File: src/rtl/stable_priority_queue_macros.svh
// Assertion macros used by the stable priority queue datapath.
`ifndef STABLE_PRIORITY_QUEUE_MACROS_SVH
`define STABLE_PRIORITY_QUEUE_MACROS_SVH
`ifndef SYNTHESIS
`define SPQ_ASSERT(lbl, clk, rst_n, prop) \
    lbl: assert property (@(posedge clk) disable iff (!rst_n) (prop)) \
        else $error("spq assertion failed");
`define SPQ_ASSERT_NEXT(lbl, clk, rst_n, ante, cons) \
    lbl: assert property (@(posedge clk) disable iff (!rst_n) (ante) |=> (cons)) \
        else $error("spq assertion failed");
`else
`define SPQ_ASSERT(lbl, clk, rst_n, prop)
`define SPQ_ASSERT_NEXT(lbl, clk, rst_n, ante, cons)
`endif
`endif

File: src/rtl/spq_pkg.sv
// Types and constants of the stable priority queue.
package spq_pkg;

    localparam int QUEUE_DEPTH = 16;
    localparam int CNT_W       = $clog2(QUEUE_DEPTH + 1);
    localparam int ID_W        = 31;
    localparam int PRI_W       = 4;
    localparam int OCC_W       = 5;

    typedef enum logic {
        FN_ENQUEUE = 1'b0,
        FN_DEQUEUE = 1'b1
    } t_func;

    typedef enum logic [1:0] {
        ST_ENQUEUED   = 2'd0,
        ST_DISPATCHED = 2'd1,
        ST_EMPTY      = 2'd2,
        ST_FULL       = 2'd3
    } t_status;

    typedef struct packed {
        logic    enq;
        logic    deq;
        logic    capture;
        t_status status;
    } t_cmd;

    typedef struct packed {
        logic full;
        logic empty;
    } t_flags;

endpackage

File: src/rtl/spq_ctrl.sv
// Handshake controller of the stable priority queue.
module spq_ctrl
    import spq_pkg::*;
(
    input  logic   i_clk,
    input  logic   i_rst_n,
    input  logic   i_in_valid,
    output logic   o_in_ready,
    output logic   o_out_valid,
    input  logic   i_out_ready,
    input  t_func  i_func,
    input  t_flags i_flags,
    output t_cmd   o_cmd
);

    typedef enum logic [1:0] {
        S_IDLE = 2'b01,
        S_HOLD = 2'b10
    } t_state;

    t_state r_state;
    t_state n_state;
    logic   accept;

    assign o_out_valid = (r_state == S_HOLD);
    assign o_in_ready  = (r_state == S_IDLE) || i_out_ready;
    assign accept      = i_in_valid && o_in_ready;

    always_comb begin
        o_cmd.capture = accept;
        o_cmd.enq     = accept && (i_func == FN_ENQUEUE) && !i_flags.full;
        o_cmd.deq     = accept && (i_func == FN_DEQUEUE) && !i_flags.empty;
        if (i_func == FN_ENQUEUE) begin
            o_cmd.status = i_flags.full ? ST_FULL : ST_ENQUEUED;
        end else begin
            o_cmd.status = i_flags.empty ? ST_EMPTY : ST_DISPATCHED;
        end
    end

    always_comb begin
        n_state = r_state;
        unique case (r_state)
            S_IDLE: begin
                if (accept) n_state = S_HOLD;
            end
            S_HOLD: begin
                if (!accept && i_out_ready) n_state = S_IDLE;
            end
            default: n_state = S_IDLE;
        endcase
    end

    always_ff @(posedge i_clk) begin
        if (!i_rst_n) begin
            r_state <= S_IDLE;
        end else begin
            r_state <= n_state;
        end
    end

endmodule

File: src/rtl/spq_datapath.sv
// Sorted cell array, entry count and result register of the stable priority queue.
`include "stable_priority_queue_macros.svh"

module spq_datapath
    import spq_pkg::*;
(
    input  logic             i_clk,
    input  logic             i_rst_n,
    input  t_cmd             i_cmd,
    input  logic [ID_W-1:0]  i_proc_id,
    input  logic [PRI_W-1:0] i_priority_req,
    output t_flags           o_flags,
    output logic [1:0]       o_status,
    output logic [ID_W-1:0]  o_out_id,
    output logic [PRI_W-1:0] o_out_priority,
    output logic [OCC_W-1:0] o_occupancy
);

    logic [ID_W-1:0]  r_id  [QUEUE_DEPTH];
    logic [PRI_W-1:0] r_pri [QUEUE_DEPTH];
    logic [CNT_W-1:0] r_count;
    logic [CNT_W-1:0] n_count;
    logic [QUEUE_DEPTH-1:0] at_or_after;

    t_status          r_res_status;
    logic [ID_W-1:0]  r_res_id;
    logic [PRI_W-1:0] r_res_pri;
    logic [OCC_W-1:0] r_res_occ;

    assign o_flags.full  = (r_count == CNT_W'(QUEUE_DEPTH));
    assign o_flags.empty = (r_count == '0);

    // A cell lies at or after the insertion point when it is unused or holds a lower priority.
    genvar g;
    generate
        for (g = 0; g < QUEUE_DEPTH; g++) begin : g_cell
            logic [ID_W-1:0]  n_id;
            logic [PRI_W-1:0] n_pri;

            assign at_or_after[g] = (CNT_W'(g) >= r_count) || (r_pri[g] < i_priority_req);

            always_comb begin
                n_id  = r_id[g];
                n_pri = r_pri[g];
                if (i_cmd.enq && at_or_after[g]) begin
                    if (g == 0) begin
                        n_id  = i_proc_id;
                        n_pri = i_priority_req;
                    end else if (!at_or_after[(g == 0) ? 0 : g - 1]) begin
                        n_id  = i_proc_id;
                        n_pri = i_priority_req;
                    end else begin
                        n_id  = r_id[(g == 0) ? 0 : g - 1];
                        n_pri = r_pri[(g == 0) ? 0 : g - 1];
                    end
                end else if (i_cmd.deq && (g < QUEUE_DEPTH - 1)) begin
                    n_id  = r_id[(g < QUEUE_DEPTH - 1) ? g + 1 : g];
                    n_pri = r_pri[(g < QUEUE_DEPTH - 1) ? g + 1 : g];
                end
            end

            always_ff @(posedge i_clk) begin
                r_id[g]  <= n_id;
                r_pri[g] <= n_pri;
            end
        end
    endgenerate

    always_comb begin
        n_count = r_count;
        if (i_cmd.enq) begin
            n_count = r_count + 1'b1;
        end else if (i_cmd.deq) begin
            n_count = r_count - 1'b1;
        end
    end

    always_ff @(posedge i_clk) begin
        if (!i_rst_n) begin
            r_count <= '0;
        end else begin
            r_count <= n_count;
        end
    end

    always_ff @(posedge i_clk) begin
        if (i_cmd.capture) begin
            r_res_status <= i_cmd.status;
            r_res_id     <= i_cmd.deq ? r_id[0] : '0;
            r_res_pri    <= i_cmd.deq ? r_pri[0] : '0;
            r_res_occ    <= OCC_W'(n_count);
        end
    end

    assign o_status       = r_res_status;
    assign o_out_id       = r_res_id;
    assign o_out_priority = r_res_pri;
    assign o_occupancy    = r_res_occ;

    `SPQ_ASSERT(a_count_bound, i_clk, i_rst_n, r_count <= CNT_W'(QUEUE_DEPTH))
    `SPQ_ASSERT(a_one_op, i_clk, i_rst_n, !(i_cmd.enq && i_cmd.deq))
    `SPQ_ASSERT(a_head_sorted, i_clk, i_rst_n, (r_count < CNT_W'(2)) || (r_pri[0] >= r_pri[1]))
    `SPQ_ASSERT_NEXT(a_deq_count, i_clk, i_rst_n, i_cmd.deq, r_count == $past(r_count) - 1'b1)

endmodule

File: src/rtl/stable_priority_queue.sv
// Top level of the stable priority queue.
//
// Channel   Direction  Handshake                 Payload
// input     in         i_in_valid / o_in_ready   i_func, i_proc_id, i_priority_req
// result    out        o_out_valid / i_out_ready o_status, o_out_id, o_out_priority, o_occupancy
//
// Each transaction is applied to the cell array at the edge that accepts it, and its result is
// captured in the output register at that same edge; one transaction a cycle is sustained while i_out_ready is high.
// The insertion point is found by a parallel compare in every cell of the array.
// Reset is synchronous and clears the entry count and the handshake state only.
// A stalled result holds the output register, and a new transaction is taken in the
// same cycle that the held result is taken.
module stable_priority_queue
    import spq_pkg::*;
(
    input  logic             i_clk,
    input  logic             i_rst_n,
    input  logic             i_in_valid,
    output logic             o_in_ready,
    input  logic             i_func,
    input  logic [ID_W-1:0]  i_proc_id,
    input  logic [PRI_W-1:0] i_priority_req,
    output logic             o_out_valid,
    input  logic             i_out_ready,
    output logic [1:0]       o_status,
    output logic [ID_W-1:0]  o_out_id,
    output logic [PRI_W-1:0] o_out_priority,
    output logic [OCC_W-1:0] o_occupancy
);

    t_cmd   cmd;
    t_flags flags;

    spq_ctrl u_ctrl (
        .i_clk       (i_clk),
        .i_rst_n     (i_rst_n),
        .i_in_valid  (i_in_valid),
        .o_in_ready  (o_in_ready),
        .o_out_valid (o_out_valid),
        .i_out_ready (i_out_ready),
        .i_func      (t_func'(i_func)),
        .i_flags     (flags),
        .o_cmd       (cmd)
    );

    spq_datapath u_datapath (
        .i_clk          (i_clk),
        .i_rst_n        (i_rst_n),
        .i_cmd          (cmd),
        .i_proc_id      (i_proc_id),
        .i_priority_req (i_priority_req),
        .o_flags        (flags),
        .o_status       (o_status),
        .o_out_id       (o_out_id),
        .o_out_priority (o_out_priority),
        .o_occupancy    (o_occupancy)
    );

endmodule

File: config.mk
export PLATFORM = sky130hd
export DESIGN_NAME = stable_priority_queue
export DESIGN_NICKNAME = d
export VERILOG_FILES = /design/src/rtl/spq_pkg.sv /design/src/rtl/spq_ctrl.sv /design/src/rtl/spq_datapath.sv /design/src/rtl/stable_priority_queue.sv
export VERILOG_INCLUDE_DIRS = /design/src /design/src/rtl
export SDC_FILE = /design/constraint.sdc
export NUM_CORES = 1
export LEC_CHECK = 0
export BUFFER_PORTS_ARGS = -buffer_cell sky130_fd_sc_hd__clkbuf_2
export CAP_MARGIN = 5
export CORE_UTILIZATION = 34
export DETAILED_ROUTE_END_ITERATION = 8
export PLACE_DENSITY = 0.6
export SYNTH_ARGS = -nofsm -noshare
export SYNTH_HDL_FRONTEND = slang
export SYNTH_SLANG_ARGS = --single-unit
File: constraint.sdc
create_clock -name i_clk -period 8.11 [get_ports i_clk]
set_input_delay 1.622 -clock i_clk [delete_from_list [all_inputs] [get_ports i_clk]]
set_output_delay 1.622 -clock i_clk [all_outputs]
set_load 0.005 [all_outputs]
Word-level counts from Yosys, hierarchy flattened
Memory sizes are Yosys's and may differ from the RTL's.
Cells that the tools add are included.
- add/subtract/negate cells: 2
- $mul: 0
- divide/modulo/power cells: 0
- $lt $le $gt $ge: 32
- equal/unequal tests: 5
- shift-type cells: 0
- mux-type cells: 100
- bitwise gates (word level): 1
- reduce and logical (&&, ||, !) cells: 44
- operators by type and width (kind ; number):
    2-to-1 mux 31 bit ; 46
    2-to-1 mux 4 bit ; 46
    < comparator 4 bit ; 16
    >= comparator 4 x 5 -> 1 bit, first input constant ; 8
    logical AND 1 bit ; 22
    >= comparator 3 x 5 -> 1 bit, first input constant ; 4
    logical OR 1 bit ; 17
    >= comparator 1 x 5 -> 1 bit, first input constant ; 2
    >= comparator 2 x 5 -> 1 bit, first input constant ; 2
    2-to-1 mux 2 bit ; 5
    2-to-1 mux 5 bit ; 2
    adder 5 x 1 -> 5 bit, second input constant ; 1
    == test 5 bit, second input constant ; 1
    zero test 5 bit ; 1
    subtractor 5 x 1 -> 5 bit, second input constant ; 1
    inequality test 2 x 1 -> 1 bit, second input constant ; 2
    one-hot mux 2 bit (2 select lines) ; 1
    zero test 1 bit ; 3
    == test 2 x 1 -> 1 bit, second input constant ; 1
    == test 2 bit, second input constant ; 1
    AND reduction 2 bit ; 1
    NOT 1 bit ; 1
- register bits after elaboration: 49
- latch bits: 0
- bits in writable memories: 560
- memory bits (read-only): 0
- input bits: 40
- output and inout bits: 44
- word-level logic and storage cells: 192
- memories: 2
- memory list (name ; words ; width ; rd ports ; clocked after Yosys merged registers in ; wr ports ; line ; source):
    u_datapath.r_id ; 16 ; 31 ; 16 ; 0 ; 16 ; spq_datapath.sv:19 ; logic [ID_W-1:0] r_id [QUEUE_DEPTH];
    u_datapath.r_pri ; 16 ; 4 ; 16 ; 0 ; 16 ; spq_datapath.sv:20 ; logic [PRI_W-1:0] r_pri [QUEUE_DEPTH];

Longest topological paths before layout
Gate-level depths: netlist of the first run.
- depth after elaboration: 7
- mapped depth: 12
- mapped depth without buffers: 8

Cells and area by module
A second synthesis of the first run with hierarchy kept.
- cells, all modules: 2628
- area total of the unflattened synthesis: 31417.6 um^2
- by module, submodules not included (module ; instances ; cells an instance ; area each (um^2) ; sequential area each (um^2)):
    spq_datapath ; 1 ; 2609 ; 31275.0 ; 18177.4
    spq_ctrl ; 1 ; 19 ; 142.6 ; 40.0

Least setup slack after synthesis of the first run
OpenSTA, ideal clock, no wires.
- kind: in2reg
- start point: input i_priority_req[1]
- end point: memory u_datapath.r_id[15][0], enable pin
- setup time: 439 ps
- arrival time: 4352 ps
- required time: 7671 ps
- path slack: 3319 ps
- stages: 7
- path buffers: 0
- cells stage by stage: inv_1 ha_1 a21oi_1 nor2b_1 o21ai_0 nand2b_1 a21oi_1
- RTL lines (what ; line ; source):
    start: declaration ; stable_priority_queue.sv:22 ; input logic [PRI_W-1:0] i_priority_req,
    end: declaration ; spq_datapath.sv:19 ;

==> results.toml, run 1 <==
[synth]
synth_top_area_cell = "edfxtp_1"
synth_cell_types = 50
synthesis.nets = 2736
synthArstFlopShare_pct = 0
syn_area_per_cell_sq_um = 11.9
ys.flop_type = "edfxtp_1"
synth-edff-count = 602
syn-cell-area_sq_um = 31500
yosys-top-cells-area = "edfxtp_1, mux2i_1, a21oi_1"
synth-seq-cells = 609
netlist_instances = 2643
ys_seq_area_share_pct = 57.9
ys_warn_count = 0
synth_top_area_share_pct = 57.5

[clock_network]
cts.sinks = 609
cts_max_path_buffers = 3
path_clk_slew_ns = 0.06
numCtsBuffers = 69
ctsHoldBuffers = 0
post_cts_buffers = 0
cts_resized = 0
cts-root-buf = "clkbuf_16"
htree_num_levels = 3
insertion_delay_ns = 0.59
cts_tree = "built"

[timing]
slew_headroom_pct = 18.8
worst_slack_ns = 3.11
finClkSkew_ns = 0.0255
finalSetupTns_ns = 0
slew_violations = 0
finalHoldViolCount = 0
setup_violations = 0
tightest_slew_ns = 1.21
period_share_pct = 61.7
fmax_mhz = 200
grt_setup_unrepaired = "false"
period_needed_ns = 5.00

[placed_design]
dp.cells = 3736
hpwlAfterDp_microns = 47000
port-buffer-count = 83
place_ws_ns = 2.49
gp_congestion = 0.761

[routing]
drc = 0
dr.first_iter.drc_count = 1249
routed_wirelength_microns = 67900
vias = 18900
via_per_inst = 4.90
wl_per_cell_microns = 17.6
route.antenna.remaining_nets = 0
first_pass_iters = 5

[cells_and_area]
antenna_cells = 0
fin_cells = 3856
area_growth_syn_to_layout_pct = 10.5
drive_gt1_share_pct = 13.2
final_nets = 2714
layout_common_cells = "edfxtp_1, mux2i_1, nor2_1"
seq_area_sq_um = 18200
multiInputGateArea_sq_um = 12300
final_common_cell = "edfxtp_1"
n_fill_cell = 8928

[setup_path]
cp-start-kind = "input port"
crit_required_ns = 8.25
max_stage_delay_ns = 0.59
cp-end-kind = "register"
path_cells = "clkbuf_2 > inv_1 > ha_1 > o21a_1 > nor2_1 > nor4_2 > buf_4 > nand2b_2 > buf_4 > nand2b_2"
setup.worst_path.class = "in2reg"
crit_path_max_fanout = 71
worstPathArrival_ns = 5.14
critPathSlowestCell = "nand2b_2"

[min_path]
hold_class = "reg2reg"

[power]
p_per_area_nw_per_um2 = 260
ir_worst_vdd_uv = 146
leakage_nw = 14.7

[grt]
antenna_found_initial = 1
grt_pass1_vias = 17800
grt_pass1_wl_microns = 107000
grt_max_degree = 72
grt.overflow.total = 0
grtUsageTotal_pct = 14.3

[die]
die_y_microns = 306
num_rows = 111
die_w_microns = 306
ios = 84
start_util_pct = 34.3
die_area_sq_um = 93700
coreArea_sq_um = 91700

[job]
max-cap-violations = 0

[run_status]
status = "completed"
[state kept, by name, indices dropped and copies added (netlist names)]
name / count
u_ctrl.r_state: 2
u_datapath.o_occupancy: 5
u_datapath.o_out_id: 31
u_datapath.o_out_priority: 4
u_datapath.o_status: 2
u_datapath.r_count: 5
u_datapath.r_id: 496
u_datapath.r_pri: 64
[critical path, delay by kind of cell]
kind | cells | cell delay, ns
buffers and inverters | 4 | 1.82
AND/OR/NAND/NOR | 4 | 1.10
adder cells (fa/ha/maj) | 1 | 0.43
AO/OA/AOI/OAI | 1 | 0.11
[cell families (layout without fill, tap and decap cells)]
logic type / after synthesis / count (layout) / synth area share, %
and+or+nand+nor: 638 / 638 / 8.44
buffers and inverters: 207 / 234 / 3.23
xor gates and xnor gates: 5 / 5 / 0.139
adders and majority gates: 53 / 53 / 2.11
DFF: 609 / 609 / 57.9
AOI/OAI and AO/OA: 574 / 574 / 10.2
muxes: 557 / 557 / 18.0
[layer usage]
layer | vias up | share of wire [%] | track usage (%)
li1 | 9629 | - | -
met1 | 8774 | 53 | 22.3
met2 | 406 | 41 | 20.7
met3 | 73 | 4.4 | 1.65
met4 | 0 | 1.6 | 3.73
met5 | - | 0 | 0
[worst paths after layout]
path	cells past startpoint	startpoint	end	slack (ns)
setup / recovery	10	i_priority_req[3]	u_datapath.r_id[10][3]$_DFFE_PP_	3.11
hold / removal	1	u_datapath.r_id[0][1]$_DFFE_PP_	u_datapath.o_out_id[1]$_SDFFCE_PN0N_	0.56
setup reg to reg	9	u_datapath.r_count[1]$_SDFF_PN0_	u_datapath.r_id[2][28]$_DFFE_PP_	3.97
hold reg to reg	1	u_datapath.r_id[0][1]$_DFFE_PP_	u_datapath.o_out_id[1]$_SDFFCE_PN0N_	0.56
[per-stage QoR]
step	util (%)	area (sq um)	hold slack, ns	total power, W
floorplan	-	31500	0.522	0.00563
global placement	35.6	32600	0.536	0.00607
detailed placement	35.6	32600	0.544	0.00610
CTS	37.9	34800	0.559	0.00912
global route	37.9	34800	0.580	0.00947
finish	37.9	34800	0.561	0.00902
[final cells by class]
cell class	count	share of cell area, %
Sequential cell	609	52.4
Timing Repair Buffer	106	1.69
Inverter	8	0.0864
Clock inverter	32	0.824
Clock buffer	88	5.32
Tap cell	1186	4.27
Multi-Input combinational cell	1827	35.4
[power breakdown]
| group | switching (W) | internal, W |
|---|---|---|
| clock | 0.00122 | 0.00177 |
| sequential | 0.000265 | 0.00412 |
| combinational | 0.00101 | 0.000632 |
| total | 0.00250 | 0.00652 |
[Yosys cell counts (all sizes together), types with 2 or more instances]
| cell type | instances |
|---|---|
| a21o | 3 |
| a21oi | 496 |
| and2 | 41 |
| buf | 140 |
| clkbuf | 59 |
| dfxtp | 7 |
| edfxtp | 602 |
| ha | 53 |
| inv | 8 |
| mux2 | 67 |
| mux2i | 490 |
| nand2 | 77 |
| nand2b | 21 |
| nand3 | 2 |
| nor2 | 466 |
| nor2b | 3 |
| nor3 | 4 |
| nor4 | 2 |
| o21a | 2 |
| o21ai | 59 |
| o22ai | 2 |
| or2 | 16 |
| or3b | 2 |
| xnor2 | 5 |
Power figures use the tool's default switching activity.
==> run 2, diff against run 1 <==
- clock period: 8.11 -> 4.8 ns (I/O delays scaled with it)
==> run 2 against run 1 <==
  * Die area unchanged
  * Register-to-register slack lost 3.1 ns
  * Global-route usage is 0.34 points higher
  * Utilization rose by 0.24 points
  * Worst setup slack lost 2.2 ns
  * Clock power rose by 68%
  * Combinational power rose by 70%
  * Flip-flop and latch count stayed put
  * Clock-buffer cell count unchanged
  * Clock skew shrank 0.0038 ns
  * Final cell count increased by 0.52%
  * Sequential power rose by 69%
==> results.toml, run 2 (synthesis gave the netlist of run 1 again) <==
[run_status]
status = "completed"

[grt]
grt.overflow.total = 0
grt_max_degree = 71
grtUsageTotal_pct = 14.6
antenna_found_initial = 10
grt_pass1_wl_microns = 110000
grt_pass1_vias = 18500

[cells_and_area]
area_growth_syn_to_layout_pct = 11.2
final_nets = 2733
multiInputGateArea_sq_um = 12300
n_fill_cell = 8989
top_register = "u_datapath.r_id"
seq_area_sq_um = 18200
drive_gt1_share_pct = 13.9
largest_reg_flops = 496
layout_common_cells = "edfxtp_1, mux2i_1, nor2_1"
final_common_cell = "edfxtp_1"

[routing]
first_pass_iters = 8
wl_per_cell_microns = 17.7
route.antenna.remaining_nets = 0
drc = 0
vias = 19000
dr.first_iter.drc_count = 1436
routed_wirelength_microns = 68500
via_per_inst = 4.89

[clock_network]
ctsHoldBuffers = 0
cts_tree = "built"
cts_resized = 0
cts_max_path_buffers = 3
path_clk_slew_ns = 0.06
htree_num_levels = 3
insertion_delay_ns = 0.61
cts-root-buf = "clkbuf_16"
numCtsBuffers = 67
post_cts_buffers = 0
cts.sinks = 609

[setup_path]
path_cells = "inv_1 > ha_1 > or3b_1 > nor2_4 > or3_1 > a21oi_4 > buf_4 > mux2_2"
critPathSlowestCell = "or3_1"
worstPathArrival_ns = 4.28
max_stage_delay_ns = 0.76
cp-end-kind = "register"
reg2reg_from = "u_datapath.r_count[1]$_SDFF_PN0_"
rrSetupSlack_ns = 0.87
crit_required_ns = 5.15
cp-start-kind = "register"
crit_path_max_fanout = 30
path_delay_family = "simple AND/OR/NAND/NOR gates"
rr_worst_depth = 8
setup.worst_path.class = "reg2reg"
r2r-end = "u_datapath.r_id[0][7]$_DFFE_PP_"
path_buf_inv = 2

[timing]
tightest_slew_ns = 1.13
grt_setup_unrepaired = "false"
finClkSkew_ns = 0.0217
finalSetupTns_ns = 0
setup_violations = 0
worst_slack_ns = 0.875
period_needed_ns = 3.93
finalHoldViolCount = 0
slew_headroom_pct = 24.6
slew_violations = 0
fmax_mhz = 255
period_share_pct = 81.8

[power]
p_int_w = 0.0109
seqPwrFrac_pct = 48.6
p_switching_w = 0.00429
leakage_nw = 14.8
pwr-share-comb_pct = 18.4
switching_share_pct = 28.1
ir_worst_vdd_uv = 254
p_per_area_nw_per_um2 = 435
p_clk_share_pct = 33.0

[die]
die_y_microns = 306
start_util_pct = 34.3
num_rows = 111
die_area_sq_um = 93700
die_w_microns = 306
coreArea_sq_um = 91700
ios = 84

[job]
max-cap-violations = 0

[min_path]
hold_class = "reg2reg"
hp-start = "u_datapath.r_id[0][8]$_DFFE_PP_"
whs_endpoint = "u_datapath.o_out_id[8]$_SDFFCE_PN0N_"
worstHoldPathCells = 1

[placed_design]
place_ws_ns = 0.718
hpwlAfterDp_microns = 47300
gp_congestion = 0.804
port-buffer-count = 83
==> run 2: cell types whose count changed in the layout (fill, tap and decap cells not counted), moves of 2 or more <==
cell        before  now
buf_12           0    7
clkinvlp_4       4    2
clkinv_8         0    3
clkbuf_1        16   18
clkinv_1        13   10
buf_4           23   37
==> run 2: cell type report <==
class                      instances  area share (%)
inverter                           8          0.0858
timing repair buffer             127            2.38
clock inverter                    30           0.812
sequential                       609            52.1
antenna                            1         0.00715
clock buffer                      88            5.20
multi-input combinational       1827            35.2
tap                             1186            4.24
==> run 2: through the flow <==
step                cells  total power (W)  hold slack [ns]  instance area [sq um]  utilization (%)
finish               3876           0.0152            0.552                  35000             38.2
global route         3876           0.0160            0.581                  35000             38.2
CTS                  3875           0.0154            0.559                  35000             38.2
detailed placement   3757           0.0103            0.542                  32900             35.9
global placement     3757           0.0103            0.540                  32900             35.9
floorplan            2643          0.00951            0.522                  31500                -
==> run 2: routing by layer <==
layer / GRT usage, % / share of wire (%) / up-vias
li1: - / - / 9664
met1: 21.2 / 51 / 8815
met2: 22.4 / 43 / 373
met3: 2.44 / 4.8 / 90
met4: 4.03 / 1.7 / 14
met5: 0 / 0.13 / -
==> run 2: power by group through the flow <==
stage	Sequential, W	Combinational (W)	Clock (W)
after floorplan	0.00730	0.00221	0
final	0.00740	0.00281	0.00502
after detailed placement	0.00749	0.00283	0
after global placement	0.00747	0.00279	0
after global routing	0.00748	0.00318	0.00534
after CTS	0.00739	0.00285	0.00515
==> run 2: how the worst max path moves through the flow <==
| stage | start | endpoint | slack, ns | cells after the start |
|---|---|---|---|---|
| floorplan | i_priority_req[1] | u_datapath.r_id[15][0]$_DFFE_PP_ | 0.67 | 7 |
| global placement | i_priority_req[2] | u_datapath.r_id[10][8]$_DFFE_PP_ | 0.72 | 7 |
| detailed placement | i_priority_req[2] | u_datapath.r_id[10][6]$_DFFE_PP_ | 0.72 | 7 |
| CTS | u_datapath.r_count[1]$_SDFF_PN0_ | u_datapath.r_id[0][7]$_DFFE_PP_ | 0.86 | 8 |
| global route | u_datapath.r_count[1]$_SDFF_PN0_ | u_datapath.r_id[0][7]$_DFFE_PP_ | 0.73 | 8 |
| finish | u_datapath.r_count[1]$_SDFF_PN0_ | u_datapath.r_id[0][7]$_DFFE_PP_ | 0.87 | 8 |
